<file path="src/rtl/csa_pkg.sv">
// Shared types and constants for the coordinated stepper axis core.
// Used by csa_muldiv and coordinated_stepper_axis_core; depends on nothing.
package csa_pkg;

  // Fixed geometry of the steering system and of the item fields.
  localparam int NUM_WHEELS = 4;
  localparam int WHEEL_W    = 2;
  localparam int ANGLE_W    = 16;
  localparam int PERIOD_W   = 16;
  localparam int SPT_W      = 16;

  // Angles are in 1/64 degree, so one output turn is 360 * 64 units.
  localparam int ANGLE_PER_TURN = 360 * 64;
  // Step period numerator scale.
  localparam int PERIOD_SCALE   = 1500;
  // Bits needed for the largest step target magnitude.
  localparam int TARGET_Q_W =
      $clog2(((2 ** (ANGLE_W - 1)) * (2 ** SPT_W - 1)) / ANGLE_PER_TURN + 1);

  // Configuration port.
  localparam int CFG_IDX_W  = 1;
  localparam int CFG_DATA_W = 16;
  localparam logic [CFG_IDX_W-1:0] CFG_STEPS_PER_TURN = 1'd0;
  localparam logic [CFG_IDX_W-1:0] CFG_OWN_WHEEL      = 1'd1;

  // Input item kinds.
  localparam logic ACT_TARGET = 1'b0;
  localparam logic ACT_TICK   = 1'b1;

  // Step sign codes, two's complement of -1, 0 and +1.
  localparam logic [1:0] SIGN_ZERO = 2'b00;
  localparam logic [1:0] SIGN_UP   = 2'b01;
  localparam logic [1:0] SIGN_DOWN = 2'b11;

  // Reset values and limits.
  localparam logic [SPT_W-1:0]    SPT_RESET    = 16'd3200;
  localparam logic [PERIOD_W-1:0] PERIOD_RESET = 16'd150;
  localparam logic [PERIOD_W-1:0] PERIOD_MAX   = 16'hffff;

  typedef logic [ANGLE_W-1:0] csa_angle_t;

  // Status of the shared multiply-divide unit.
  typedef struct packed {
    logic done;
    logic sat;
  } csa_md_status_t;

endpackage

</file>
<file path="src/rtl/csa_muldiv.sv">
// Bit-serial multiply-then-divide unit: q = floor(x * y / z), one bit per cycle.
// Depends on csa_pkg for the status struct.
module csa_muldiv import csa_pkg::*; #(
  parameter int XW = 18,
  parameter int QN = 18
) (
  input  logic           clk,
  input  logic           rst_n,
  input  logic           md_start,
  input  logic [XW-1:0]  md_x,
  input  logic [XW-1:0]  md_y,
  input  logic [XW-1:0]  md_z,
  output logic [QN-1:0]  md_q,
  output csa_md_status_t md_stat
);

  localparam int CW = $clog2(QN + 1);

  localparam logic [1:0] PH_IDLE = 2'd0;
  localparam logic [1:0] PH_MUL  = 2'd1;
  localparam logic [1:0] PH_CHK  = 2'd2;
  localparam logic [1:0] PH_DIV  = 2'd3;

  logic [1:0]      phase_r, phase_nxt;
  logic [CW-1:0]   cnt_r, cnt_nxt;
  logic            done_r, done_nxt;
  logic            sat_r, sat_nxt;
  logic [2*XW-1:0] prod_r, prod_nxt;
  logic [XW-1:0]   mcand_r, mcand_nxt;
  logic [XW-1:0]   dvs_r, dvs_nxt;
  logic [XW-1:0]   rem_r, rem_nxt;
  logic [QN-1:0]   qsh_r, qsh_nxt;

  // Sequencer: shift-add multiply, overflow check, then restoring division.
  always_comb begin
    logic [XW:0]   sum;
    logic [XW-1:0] hi;
    logic [XW:0]   trial;
    logic          qbit;

    phase_nxt = phase_r;
    cnt_nxt   = cnt_r;
    done_nxt  = 1'b0;
    sat_nxt   = sat_r;
    prod_nxt  = prod_r;
    mcand_nxt = mcand_r;
    dvs_nxt   = dvs_r;
    rem_nxt   = rem_r;
    qsh_nxt   = qsh_r;

    // One partial product per cycle, added into the high half.
    sum   = {1'b0, prod_r[2*XW-1:XW]} + {1'b0, (prod_r[0] ? mcand_r : {XW{1'b0}})};
    // Dividend bits above the quotient field; must stay below the divisor.
    hi    = XW'(prod_r >> QN);
    // One restoring division step.
    trial = {rem_r, qsh_r[QN-1]};
    qbit  = (trial >= {1'b0, dvs_r});

    unique case (phase_r)
      PH_IDLE: begin
        if (md_start) begin
          mcand_nxt = md_x;
          dvs_nxt   = md_z;
          prod_nxt  = {{XW{1'b0}}, md_y};
          cnt_nxt   = CW'(XW);
          sat_nxt   = 1'b0;
          phase_nxt = PH_MUL;
        end
      end
      PH_MUL: begin
        prod_nxt = {sum, prod_r[XW-1:1]};
        cnt_nxt  = cnt_r - CW'(1);
        if (cnt_r == CW'(1)) begin
          phase_nxt = PH_CHK;
        end
      end
      PH_CHK: begin
        if (hi >= dvs_r) begin
          // The quotient does not fit in QN bits.
          sat_nxt   = 1'b1;
          done_nxt  = 1'b1;
          phase_nxt = PH_IDLE;
        end else begin
          rem_nxt   = hi;
          qsh_nxt   = prod_r[QN-1:0];
          cnt_nxt   = CW'(QN);
          phase_nxt = PH_DIV;
        end
      end
      PH_DIV: begin
        rem_nxt = qbit ? XW'(trial - {1'b0, dvs_r}) : trial[XW-1:0];
        qsh_nxt = {qsh_r[QN-2:0], qbit};
        cnt_nxt = cnt_r - CW'(1);
        if (cnt_r == CW'(1)) begin
          done_nxt  = 1'b1;
          phase_nxt = PH_IDLE;
        end
      end
      default: begin
        phase_nxt = PH_IDLE;
      end
    endcase
  end

  // Control state.
  always_ff @(posedge clk) begin
    if (!rst_n) begin
      phase_r <= PH_IDLE;
      cnt_r   <= '0;
      done_r  <= 1'b0;
      sat_r   <= 1'b0;
    end else begin
      phase_r <= phase_nxt;
      cnt_r   <= cnt_nxt;
      done_r  <= done_nxt;
      sat_r   <= sat_nxt;
    end
  end

  // Datapath shift registers.
  always_ff @(posedge clk) begin
    prod_r  <= prod_nxt;
    mcand_r <= mcand_nxt;
    dvs_r   <= dvs_nxt;
    rem_r   <= rem_nxt;
    qsh_r   <= qsh_nxt;
  end

  assign md_q         = qsh_r;
  assign md_stat.done = done_r;
  assign md_stat.sat  = sat_r;

endmodule

</file>
<file path="src/rtl/coordinated_stepper_axis_core.sv">
// Top level of one axis of a four-wheel steering stepper controller.
// Depends on csa_pkg and instantiates csa_muldiv.
//
// Each accepted transaction yields exactly one result transaction. A target
// transaction runs up to nine multiply-divide operations on one shared
// bit-serial unit: four interpolations when the axis has not yet reached its
// target, four step targets and one period. The unit is sized with
// XW = max(POSITION_BITS, 16) and QN = max(POSITION_BITS, 17). A zero own
// distance skips the period division, and a period that saturates in the
// unit's overflow check skips its division steps. The result is held in an
// output register, so the next transaction is accepted while it waits; only a
// result that is still waiting when the next one is ready holds the sequencer
// in its last state.
module coordinated_stepper_axis_core import csa_pkg::*; #(
  parameter int POSITION_BITS = 18
) (
  input  logic                     clk,
  input  logic                     rst_n,
  input  logic                     in_valid,
  output logic                     in_ready,
  input  logic                     in_action,
  input  logic [ANGLE_W-1:0]       in_angle_front_left,
  input  logic [ANGLE_W-1:0]       in_angle_front_right,
  input  logic [ANGLE_W-1:0]       in_angle_rear_left,
  input  logic [ANGLE_W-1:0]       in_angle_rear_right,
  output logic                     out_valid,
  input  logic                     out_ready,
  output logic [PERIOD_W-1:0]      out_step_period,
  output logic                     out_direction,
  output logic                     out_running,
  output logic [POSITION_BITS-1:0] out_position,
  input  logic                     cfg_wr_en,
  input  logic [CFG_IDX_W-1:0]     cfg_index,
  input  logic [CFG_DATA_W-1:0]    cfg_wr_data
);

  localparam int PB = POSITION_BITS;
  localparam int XW = (PB > ANGLE_W) ? PB : ANGLE_W;
  localparam int QN = (PB > TARGET_Q_W) ? PB : TARGET_Q_W;
  localparam logic [WHEEL_W-1:0] LAST_WHEEL = WHEEL_W'(NUM_WHEELS - 1);

  localparam logic [4:0] ST_IDLE   = 5'd0;
  localparam logic [4:0] ST_TICK   = 5'd1;
  localparam logic [4:0] ST_T_CHK  = 5'd2;
  localparam logic [4:0] ST_T_N    = 5'd3;
  localparam logic [4:0] ST_I_DIFF = 5'd4;
  localparam logic [4:0] ST_I_LOAD = 5'd5;
  localparam logic [4:0] ST_I_WAIT = 5'd6;
  localparam logic [4:0] ST_I_WB   = 5'd7;
  localparam logic [4:0] ST_G_LOAD = 5'd8;
  localparam logic [4:0] ST_G_WAIT = 5'd9;
  localparam logic [4:0] ST_G_NEG  = 5'd10;
  localparam logic [4:0] ST_G_DIFF = 5'd11;
  localparam logic [4:0] ST_G_DIST = 5'd12;
  localparam logic [4:0] ST_P_LOAD = 5'd13;
  localparam logic [4:0] ST_P_WAIT = 5'd14;
  localparam logic [4:0] ST_DIR    = 5'd15;
  localparam logic [4:0] ST_OUT    = 5'd16;

  logic [4:0]          state_r, state_nxt;
  logic [SPT_W-1:0]    spt_r, spt_nxt;
  logic [WHEEL_W-1:0]  wheel_r, wheel_nxt;

  logic [PB-1:0]       pos_r   [NUM_WHEELS];
  logic [PB-1:0]       pos_nxt [NUM_WHEELS];
  logic [PB-1:0]       tgt_r   [NUM_WHEELS];
  logic [PB-1:0]       tgt_nxt [NUM_WHEELS];
  logic [PB-1:0]       start_r [NUM_WHEELS];
  logic [PB-1:0]       start_nxt [NUM_WHEELS];
  logic [PB-1:0]       dist_r  [NUM_WHEELS];
  logic [PB-1:0]       dist_nxt [NUM_WHEELS];
  csa_angle_t          ang_r   [NUM_WHEELS];
  csa_angle_t          ang_nxt [NUM_WHEELS];

  logic [1:0]          sign_r, sign_nxt;
  logic [PERIOD_W-1:0] period_r, period_nxt;
  logic                run_r, run_nxt;

  logic [WHEEL_W-1:0]  idx_r, idx_nxt;
  logic [PB-1:0]       d_r, d_nxt;
  logic [PB-1:0]       n_r, n_nxt;
  logic [PB-1:0]       tnew_r, tnew_nxt;
  logic [PB-1:0]       gm_r, gm_nxt;
  logic [PB:0]         diff_r, diff_nxt;
  logic                neg_r, neg_nxt;

  logic                out_valid_r, out_valid_nxt;
  logic [PERIOD_W-1:0] out_period_r, out_period_nxt;
  logic                out_dir_r, out_dir_nxt;
  logic                out_run_r, out_run_nxt;
  logic [PB-1:0]       out_pos_r, out_pos_nxt;

  logic                loop_state;
  logic [WHEEL_W-1:0]  rd_idx;
  logic [PB-1:0]       pos_rd, tgt_rd, start_rd, dist_rd;
  csa_angle_t          ang_rd, ang_neg, ang_abs;
  logic [PB:0]         diff_neg;
  logic [PB-1:0]       diff_abs;
  logic [PB-1:0]       q_pos;

  logic                md_start;
  logic [XW-1:0]       md_x, md_y, md_z;
  logic [QN-1:0]       md_q;
  csa_md_status_t      md_stat;

  // Per-wheel loops use the loop index; everything else looks at the own wheel.
  assign loop_state = (state_r == ST_I_DIFF) || (state_r == ST_I_LOAD) ||
                      (state_r == ST_I_WAIT) || (state_r == ST_I_WB) ||
                      (state_r == ST_G_LOAD) || (state_r == ST_G_WAIT) ||
                      (state_r == ST_G_NEG) || (state_r == ST_G_DIFF) ||
                      (state_r == ST_G_DIST);
  assign rd_idx   = loop_state ? idx_r : wheel_r;
  assign pos_rd   = pos_r[rd_idx];
  assign tgt_rd   = tgt_r[rd_idx];
  assign start_rd = start_r[rd_idx];
  assign dist_rd  = dist_r[rd_idx];
  assign ang_rd   = ang_r[idx_r];

  // Magnitudes of the registered difference and of the current angle.
  assign diff_neg = ~diff_r + {{PB{1'b0}}, 1'b1};
  assign diff_abs = diff_r[PB] ? diff_neg[PB-1:0] : diff_r[PB-1:0];
  assign ang_neg  = ~ang_rd + ANGLE_W'(1);
  assign ang_abs  = ang_rd[ANGLE_W-1] ? ang_neg : ang_rd;
  assign q_pos    = md_q[PB-1:0];

  // Operand selection for the shared multiply-divide unit.
  always_comb begin
    unique case (state_r)
      ST_I_LOAD: begin
        md_x = XW'(diff_abs);
        md_y = XW'(n_r);
        md_z = XW'(d_r);
      end
      ST_G_LOAD: begin
        md_x = XW'(ang_abs);
        md_y = XW'(spt_r);
        md_z = XW'(ANGLE_PER_TURN);
      end
      default: begin
        md_x = XW'(gm_r);
        md_y = XW'(PERIOD_SCALE);
        md_z = XW'(dist_rd);
      end
    endcase
  end

  assign md_start = (state_r == ST_I_LOAD) || (state_r == ST_G_LOAD) ||
                    ((state_r == ST_P_LOAD) && (dist_rd != '0));

  csa_muldiv #(
    .XW (XW),
    .QN (QN)
  ) u_muldiv (
    .clk      (clk),
    .rst_n    (rst_n),
    .md_start (md_start),
    .md_x     (md_x),
    .md_y     (md_y),
    .md_z     (md_z),
    .md_q     (md_q),
    .md_stat  (md_stat)
  );

  // Main sequencer.
  always_comb begin
    state_nxt  = state_r;
    spt_nxt    = spt_r;
    wheel_nxt  = wheel_r;
    for (int i = 0; i < NUM_WHEELS; i++) begin
      pos_nxt[i]   = pos_r[i];
      tgt_nxt[i]   = tgt_r[i];
      start_nxt[i] = start_r[i];
      dist_nxt[i]  = dist_r[i];
      ang_nxt[i]   = ang_r[i];
    end
    sign_nxt       = sign_r;
    period_nxt     = period_r;
    run_nxt        = run_r;
    idx_nxt        = idx_r;
    d_nxt          = d_r;
    n_nxt          = n_r;
    tnew_nxt       = tnew_r;
    gm_nxt         = gm_r;
    diff_nxt       = diff_r;
    neg_nxt        = neg_r;
    out_valid_nxt  = out_valid_r;
    out_period_nxt = out_period_r;
    out_dir_nxt    = out_dir_r;
    out_run_nxt    = out_run_r;
    out_pos_nxt    = out_pos_r;

    // The result register empties when its transaction completes.
    if (out_valid_r && out_ready) begin
      out_valid_nxt = 1'b0;
    end

    // Configuration writes.
    if (cfg_wr_en) begin
      unique case (cfg_index)
        CFG_STEPS_PER_TURN: spt_nxt   = cfg_wr_data[SPT_W-1:0];
        CFG_OWN_WHEEL:      wheel_nxt = cfg_wr_data[WHEEL_W-1:0];
        default: ;
      endcase
    end

    unique case (state_r)
      ST_IDLE: begin
        if (in_valid) begin
          ang_nxt[0] = in_angle_front_left;
          ang_nxt[1] = in_angle_front_right;
          ang_nxt[2] = in_angle_rear_left;
          ang_nxt[3] = in_angle_rear_right;
          state_nxt  = (in_action == ACT_TICK) ? ST_TICK : ST_T_CHK;
        end
      end

      // One step toward the target, or stop there.
      ST_TICK: begin
        if (pos_rd == tgt_rd) begin
          run_nxt = 1'b0;
        end else begin
          pos_nxt[rd_idx] = pos_rd + {{(PB - 2){sign_r[1]}}, sign_r};
        end
        state_nxt = ST_OUT;
      end

      // Decide between interpolating along the old move and snapping to it.
      ST_T_CHK: begin
        idx_nxt = '0;
        gm_nxt  = '0;
        if (pos_rd != tgt_rd) begin
          d_nxt     = dist_rd;
          diff_nxt  = {pos_rd[PB-1], pos_rd} - {start_rd[PB-1], start_rd};
          state_nxt = ST_T_N;
        end else begin
          for (int i = 0; i < NUM_WHEELS; i++) begin
            pos_nxt[i] = tgt_r[i];
          end
          state_nxt = ST_G_LOAD;
        end
      end

      // Progress along the move, capped at the move length.
      ST_T_N: begin
        n_nxt     = (diff_abs > d_r) ? d_r : diff_abs;
        state_nxt = (d_r == '0) ? ST_G_LOAD : ST_I_DIFF;
      end

      // Interpolation: pos = start + trunc((target - start) * n / d).
      ST_I_DIFF: begin
        diff_nxt  = {tgt_rd[PB-1], tgt_rd} - {start_rd[PB-1], start_rd};
        state_nxt = ST_I_LOAD;
      end
      ST_I_LOAD: begin
        neg_nxt   = diff_r[PB];
        state_nxt = ST_I_WAIT;
      end
      ST_I_WAIT: begin
        if (md_stat.done) begin
          state_nxt = ST_I_WB;
        end
      end
      ST_I_WB: begin
        pos_nxt[rd_idx] = neg_r ? (start_rd - q_pos) : (start_rd + q_pos);
        if (idx_r == LAST_WHEEL) begin
          idx_nxt   = '0;
          state_nxt = ST_G_LOAD;
        end else begin
          idx_nxt   = idx_r + WHEEL_W'(1);
          state_nxt = ST_I_DIFF;
        end
      end

      // New step targets: trunc(angle * steps_per_turn / one turn).
      ST_G_LOAD: begin
        neg_nxt   = ang_rd[ANGLE_W-1];
        state_nxt = ST_G_WAIT;
      end
      ST_G_WAIT: begin
        if (md_stat.done) begin
          state_nxt = ST_G_NEG;
        end
      end
      ST_G_NEG: begin
        tnew_nxt  = neg_r ? (~q_pos + PB'(1)) : q_pos;
        state_nxt = ST_G_DIFF;
      end
      ST_G_DIFF: begin
        tgt_nxt[rd_idx]   = tnew_r;
        start_nxt[rd_idx] = pos_rd;
        diff_nxt          = {tnew_r[PB-1], tnew_r} - {pos_rd[PB-1], pos_rd};
        state_nxt         = ST_G_DIST;
      end
      ST_G_DIST: begin
        dist_nxt[rd_idx] = diff_abs;
        if (diff_abs > gm_r) begin
          gm_nxt = diff_abs;
        end
        if (idx_r == LAST_WHEEL) begin
          state_nxt = ST_P_LOAD;
        end else begin
          idx_nxt   = idx_r + WHEEL_W'(1);
          state_nxt = ST_G_LOAD;
        end
      end

      // Period = 1500 * largest distance / own distance, saturated; kept when the own distance is zero.
      ST_P_LOAD: begin
        state_nxt = (dist_rd == '0) ? ST_DIR : ST_P_WAIT;
      end
      ST_P_WAIT: begin
        if (md_stat.done) begin
          if (md_stat.sat || (md_q[QN-1:PERIOD_W] != '0)) begin
            period_nxt = PERIOD_MAX;
          end else begin
            period_nxt = md_q[PERIOD_W-1:0];
          end
          state_nxt = ST_DIR;
        end
      end

      // Direction and run flag of the new move.
      ST_DIR: begin
        if ($signed(tgt_rd) > $signed(pos_rd)) begin
          sign_nxt = SIGN_UP;
          run_nxt  = 1'b1;
        end else if ($signed(tgt_rd) < $signed(pos_rd)) begin
          sign_nxt = SIGN_DOWN;
          run_nxt  = 1'b1;
        end else begin
          run_nxt  = 1'b0;
        end
        state_nxt = ST_OUT;
      end

      // Hand the result to the output register once it is free.
      ST_OUT: begin
        if (!out_valid_r || out_ready) begin
          out_valid_nxt  = 1'b1;
          out_period_nxt = period_r;
          out_dir_nxt    = (sign_r == SIGN_UP);
          out_run_nxt    = run_r;
          out_pos_nxt    = pos_rd;
          state_nxt      = ST_IDLE;
        end
      end

      default: begin
        state_nxt = ST_IDLE;
      end
    endcase
  end

  // Control and architectural state with reset values.
  always_ff @(posedge clk) begin
    if (!rst_n) begin
      state_r     <= ST_IDLE;
      spt_r       <= SPT_RESET;
      wheel_r     <= '0;
      for (int i = 0; i < NUM_WHEELS; i++) begin
        pos_r[i]   <= '0;
        tgt_r[i]   <= '0;
        start_r[i] <= '0;
      end
      sign_r      <= SIGN_ZERO;
      period_r    <= PERIOD_RESET;
      run_r       <= 1'b0;
      out_valid_r <= 1'b0;
    end else begin
      state_r     <= state_nxt;
      spt_r       <= spt_nxt;
      wheel_r     <= wheel_nxt;
      for (int i = 0; i < NUM_WHEELS; i++) begin
        pos_r[i]   <= pos_nxt[i];
        tgt_r[i]   <= tgt_nxt[i];
        start_r[i] <= start_nxt[i];
      end
      sign_r      <= sign_nxt;
      period_r    <= period_nxt;
      run_r       <= run_nxt;
      out_valid_r <= out_valid_nxt;
    end
  end

  // Payload and working registers; move distances are undefined until written.
  always_ff @(posedge clk) begin
    for (int i = 0; i < NUM_WHEELS; i++) begin
      dist_r[i] <= dist_nxt[i];
      ang_r[i]  <= ang_nxt[i];
    end
    idx_r        <= idx_nxt;
    d_r          <= d_nxt;
    n_r          <= n_nxt;
    tnew_r       <= tnew_nxt;
    gm_r         <= gm_nxt;
    diff_r       <= diff_nxt;
    neg_r        <= neg_nxt;
    out_period_r <= out_period_nxt;
    out_dir_r    <= out_dir_nxt;
    out_run_r    <= out_run_nxt;
    out_pos_r    <= out_pos_nxt;
  end

  assign in_ready        = (state_r == ST_IDLE);
  assign out_valid       = out_valid_r;
  assign out_step_period = out_period_r;
  assign out_direction   = out_dir_r;
  assign out_running     = out_run_r;
  assign out_position    = out_pos_r;

endmodule
</file>
<file path="config.mk">
export PLATFORM = sky130hd
export DESIGN_NAME = coordinated_stepper_axis_core
export DESIGN_NICKNAME = d
export VERILOG_FILES = /design/src/rtl/csa_pkg.sv /design/src/rtl/csa_muldiv.sv /design/src/rtl/coordinated_stepper_axis_core.sv
export SDC_FILE = /design/constraint.sdc
export NUM_CORES = 2
export LEC_CHECK = 0
export BUFFER_PORTS_ARGS = -buffer_cell sky130_fd_sc_hd__buf_2
export CELL_PAD_IN_SITES_DETAIL_PLACEMENT = 1
export CELL_PAD_IN_SITES_GLOBAL_PLACEMENT = 1
export CORE_MARGIN = 1
export CORE_UTILIZATION = 45
export DETAILED_ROUTE_END_ITERATION = 16
export PLACE_DENSITY_LB_ADDON = 0.08
export SLEW_MARGIN = 5
export SYNTH_ARGS = -nofsm -noshare
export SYNTH_HDL_FRONTEND = slang
export SYNTH_SLANG_ARGS = --single-unit
</file>
<file path="constraint.sdc">
create_clock -name clk -period 5.6 [get_ports clk]
set_input_delay 0.56 -clock clk [delete_from_list [all_inputs] [get_ports clk]]
set_output_delay 0.56 -clock clk [all_outputs]
set_load 0.02 [all_outputs]
</file>
* Word-level counts from Yosys, hierarchy flattened
Memory sizes are Yosys's and may differ from the RTL's. A register that Yosys moved wholly into a read port is not among the register bits.
Index checks and enable logic that the tools add are counted.
** Operators by class
- $add $sub $neg :: 13
- Magnitude comparators :: 8
- Equal/unequal tests :: 40
- Mux-type cells :: 91
- Bitwise logic cells :: 17
- Reductions and logical operators :: 51
** Operators by type and width (number)
- 18-bit 2-to-1 mux :: 22
- 72-bit bitwise mux :: 5
- 72-bit 2-to-1 mux :: 5
- 18-bit case mux with 2 select lines :: 6
- 72-bit case mux with 3 select lines :: 1
- 64-bit 2-to-1 mux :: 2
- 5-bit case mux with 16 select lines :: 1
- 36-bit case mux with 2 select lines :: 1
- 19-bit case mux with 3 select lines :: 1
- 18-bit by 18-bit subtractor with 19-bit output :: 3
- 18-bit greater-than comparator :: 3
- 5-bit by 4-bit equality test with 1-bit output, second input constant :: 8
- 18-bit by 1-bit adder with 18-bit output, second input constant :: 2
- 18-bit adder :: 2
- 18-bit demux with 2-bit select :: 1
- 18-bit logical NOT :: 2
- 36-bit 2-to-1 mux :: 1
- 18-bit inverter :: 2
- 18-bit subtractor :: 2
- 5-bit 2-to-1 mux :: 7
- 16-bit 2-to-1 mux :: 2
- 2-bit AND reduction :: 15
- 2-bit 2-to-1 mux :: 11
- 5-bit by 3-bit equality test with 1-bit output, second input constant :: 4
- 42 further kinds :: 111
** Word-level totals
- Bits in registers :: 290
- RAM bits :: 352
- Input port bits :: 87
- Output and inout bits :: 38
- Word-level logic and storage cells :: 252
- Memories kept :: 5
** Memories
- dist_r :: depth 4, width 18, read ports 5, clocked after memory_dff 0, write ports 4, line coordinated_stepper_axis_core.sv:70 : logic [PB-1:0] dist_r [NUM_WHEELS];
- pos_r :: depth 4, width 18, read ports 5, clocked after memory_dff 0, write ports 4, line coordinated_stepper_axis_core.sv:64 : logic [PB-1:0] pos_r [NUM_WHEELS];
- start_r :: depth 4, width 18, read ports 5, clocked after memory_dff 0, write ports 4, line coordinated_stepper_axis_core.sv:68 : logic [PB-1:0] start_r [NUM_WHEELS];
- tgt_r :: depth 4, width 18, read ports 5, clocked after memory_dff 0, write ports 4, line coordinated_stepper_axis_core.sv:66 : logic [PB-1:0] tgt_r [NUM_WHEELS];
- ang_r :: depth 4, width 16, read ports 1, clocked after memory_dff 1, write ports 4, line coordinated_stepper_axis_core.sv:72 : csa_angle_t ang_r [NUM_WHEELS];

* Depth between registers and ports, before layout
- Depth after elaboration :: 19
- Mapped depth :: 25
- Mapped depth without buffers :: 21

* Hierarchy
A second synthesis with hierarchy kept.
** Second synthesis, totals
- Cells, all modules :: 3829
- Area, all modules :: 36615.1 µm²
** Modules (own cells, without submodules)
- coordinated_stepper_axis_core :: instances 1, cells each 3142, area each 29613.4 µm², sequential area each 13212.7 µm²
- csa_muldiv :: instances 1, cells each 687, area each 7001.7 µm², sequential area each 3423.3 µm²

* Worst setup path after synthesis
Ideal clock, no wire load.
- Path type :: register to register
- From :: register state_r[3]
- To :: memory ang_r[0][0] (netlist bit), enable pin
- Setup time :: 0.565 ns
- Arrival :: 5.405 ns
- Required time :: 5.035 ns
- Path slack :: -0.370 ns
- Cell stages (with the launch flop) :: 7
- Path buffers :: 3
- Period minus slack after synthesis :: 5.970 ns
- Path through :: dfxtp_1 buf_2 clkbuf_1 buf_1 nor2_1 inv_1 nor3_1
** RTL lines
- start, declared :: line coordinated_stepper_axis_core.sv:60 : logic [4:0] state_r, state_nxt;
- start signal, assigned :: line coordinated_stepper_axis_core.sv:370 : state_r <= state_nxt;
- end, declared :: line coordinated_stepper_axis_core.sv:72

==> reports/qor.csv <==
stage,metric,value,unit
yosys,yosysWarnings,0,
critical_path,worst_setup_path_end_kind,flop,
cts,cts_tree,done,
finish,drive_above_1_share,14.4,%
sta,final-hold-violation-count,0,
floorplan,die_h,279,um
global_route,grt_util_met1,47.8,%
sta,setup_viol,0,
hold_path,hold_depth,1,
finish,syn2layout_area_growth,14.4,%
global_route,grt_pass1_wl,190000,um
routing,first_pass_iters,8,
critical_path,regToRegEndpoint,pos_r[3][6]$_SDFFE_PN0P_,
yosys,syn_avg_cell_area,9.97,um^2
finish,layout_commonest_cell,nand2_1,
cts,cts_buffers,77,
sta,fin_worst_skew,0.0310,ns
routing,drc_errors,0,
cts,post_cts_buffers,0,
finish,design_area,39500,um^2
finish,n_fill_cell,8367,
sta,slew_headroom,4.81,%
global_route,use_met3,4.65,%
finish,mostFrequentLayoutCells,"nand2_1, edfxtp_1, a21oi_1",
yosys,ys_seq_elements,644,
critical_path,critical_path_class,flop to flop,
global_route,first_global_vias,29200,
pwr,power,13.4,mW
critical_path,reg2reg_depth,17,
routing,routed_wl,129000,um
global_route,grt_max_degree,103,
yosys,synth_cell_type_count,87,
routing,vias,28900,
sta,setup_ws,0.217,ns
critical_path,worst-r2r-setup-slack,0.22,ns
critical_path,crit_required,6.15,ns
cts,cts_buffer_depth,3,
placement,dp_hpwl,95300,um
floorplan,num_rows,101,
sta,whs,0.104,ns
finish,stdcell_count,4704,
pwr,p_per_area,338,nW/um^2
critical_path,cp.buffers_inverters,4,
cts,root_buffer,clkbuf_16,
yosys,ys_seq_area_share,48.2,%
pwr,p_leak,14.6,nW
yosys,synth_area,34500,um^2
floorplan,core_area,75900,um^2
sta,max_freq,186,MHz
global_route,grt.total_usage,32.8,%
sta,fin_setup_tns,0,ns
critical_path,critPathSlowestCell,mux4_2,
sta,rsz0062_at_grt,no,
floorplan,die_area,77900,um^2
critical_path,cp-start-kind,flop,
floorplan,die-width,279,um
critical_path,crit_chain,o21bai_1 > o21ai_0 > nand2_2 > buf_12 > mux4_2 > ha_1 > nand4_1 > nor4_1 > and3_1 > inv_2 > or3_1 > a211o_1 > buf_4 > a21oi_1 > buf_4 > o21ai_0 > a41oi_1,
placement,pre_cts_ws,0.241,ns
cts,cts_num_sinks,644,
global_route,use_met2,50.6,%
critical_path,worst-endpoint-arrival,5.93,ns
floorplan,start_util,45.5,%
critical_path,reg2reg_from,state_r[3]$_SDFFE_PN0P_,
routing,antenna_violating_nets_post_route,0,
hold_path,hold_path_class,input pin to flop,
run,drv_cap,0,
sta,min_period,5.38,ns
floorplan,num_io_pins,125,
placement,place.gp.congestion,0.992,
critical_path,cpPeakStageDelay,0.54,ns
global_route,grt-ovfl-total,0,
finish,post-route-util,52.0,%
yosys,synth_ff_type,edfxtp_1,
sta,maxSlewViolCount,0,
sta,tightestPinTransition,1.42,ns
pwr,max-vdd-ir-drop,322,uV
critical_path,crit_family,compound AO/OA/AOI/OAI gates,
hold_path,hold_path.startpoint,in_angle_rear_left[4],
cts,clk_pin_slew,0.06,ns
yosys,syn_nets,3739,
global_route,antenna_found_initial,1,
run_status,status,completed,
global_route,busiest_layer,met2,
yosys,async_reset_ff_share,0,%
routing,avgRoutedWirePerCell,27.4,um
cts,h-tree-depth,3,
sta,layout_worst_path_cycle_share,96.1,%
placement,placed_cell_area,36800,um^2
critical_path,path_max_fanout,16,
finish,nets,3886,
yosys,syn_inst,3463,
hold_path,hold_path_end,ang_r[2][4]$_DFFE_PP_,
routing,initialDrtViolationCount,2839,
placement,port_buffers,124,
placement,dp_cells,4561,
yosys,synth_edf_count,374,
routing,via_per_inst,6.14,
cts,clk_latency,0.63,ns
[layout make-up]
type / instances / area [um^2] / area share, %
antenna: 1 / 2.50 / 0.00633
clock buffer: 113 / 2320 / 5.86
clock inverter: 29 / 340 / 0.861
inverter: 152 / 576 / 1.46
multi-input combinational: 2493 / 16800 / 42.5
sequential: 644 / 16600 / 42.1
tap: 1030 / 1290 / 3.26
timing repair buffer: 242 / 1560 / 3.94
[where the power goes]
part / switching [mW] / internal, mW / leakage, nW / total [mW]
sequential: 0.155 / 5.38 / 5.60 / 5.54
clock: 2.10 / 3.15 / 1.31 / 5.25
combinational: 1.66 / 0.902 / 7.75 / 2.57
[registers in the layout, summed over array words and instances, names as in the netlist, 19 cells and up, named ones only]
register and cells:
tgt_r 72, start_r 72, pos_r 72, ang_r 64
diff_r 19, u_muldiv.prod_r 36, dist_r 72
[metal layers]
layer | part of all wire [%] | up-vias | wire length (um)
li1 | - | 12900 | -
met5 | 0 | - | 0
met4 | 2.6 | 0 | 3310
met2 | 45 | 1078 | 57700
met3 | 7.0 | 202 | 9010
met1 | 46 | 14700 | 58700
[worst max path at each step]
stage,cells past startpoint,start,endpoint,slack [ns]
finish,17,state_r[3]$_SDFFE_PN0P_,pos_r[3][6]$_SDFFE_PN0P_,0.22
global route,19,state_r[3]$_SDFFE_PN0P_,pos_r[2][16]$_SDFFE_PN0P_,0.03
CTS,20,state_r[3]$_SDFFE_PN0P_,pos_r[1][14]$_SDFFE_PN0P_,0.19
detailed placement,20,state_r[3]$_SDFFE_PN0P_,pos_r[1][14]$_SDFFE_PN0P_,0.24
global placement,20,state_r[0]$_SDFFE_PN0P_,pos_r[1][14]$_SDFFE_PN0P_,0.30
floorplan,22,state_r[3]$_SDFFE_PN0P_,pos_r[0][10]$_SDFFE_PN0P_,0.29
[cells by family (layout without fill, tap and decap cells)]
group / Yosys count / after routing / synth area share, %
fa+ha+maj: 189 / 189 / 6.93
simple gates: 1181 / 1181 / 15.1
flops: 644 / 644 / 48.2
compound gates: 853 / 853 / 15.6
other cells: 0 / 1 / 0
xor+xnor: 136 / 136 / 3.45
buf+inv: 326 / 536 / 3.59
mux: 134 / 134 / 7.17
[Yosys cell counts (all sizes together) (7+ instances only)]
library cell  number  area, um^2
dfxtp            270        5410
xor2              25         219
a22oi             65         488
buf               32         138
mux4              88        1980
nor2b             36         225
o211ai            18         135
a21o              57         428
inv              152         571
and3              18         113
nand3             49         245
a211oi             9        67.6
mux2              23         259
o21a              13        97.6
a21oi            305        1530
nand4             17         106
or3               23         144
nand2b            34         213
ha               185        2310
and2              46         288
a222oi            16         160
a22o              10        87.6
or2               11        68.8
xnor2            111         972
clkbuf           142         533
a21boi            12        90.1
nor2             245         930
mux2i             23         234
nor4              17         106
nor3              74         375
nand2            589        2210
o22ai              7        50.1
a31oi             25         171
o221ai            12         105
o21bai             7        52.6
o31ai             14         105
o21ai            198         991
a221oi            20         181
edfxtp           374       11200
[what timing repair did]
| action | in CTS | in global routing |
|---|---|---|
| endpoints found under the setup margin | 0 | 4 |
| hold buffers | 0 | 0 |
| gates resized for setup | 0 | 2 |
Note: power is estimated with default switching activity, not from simulation.
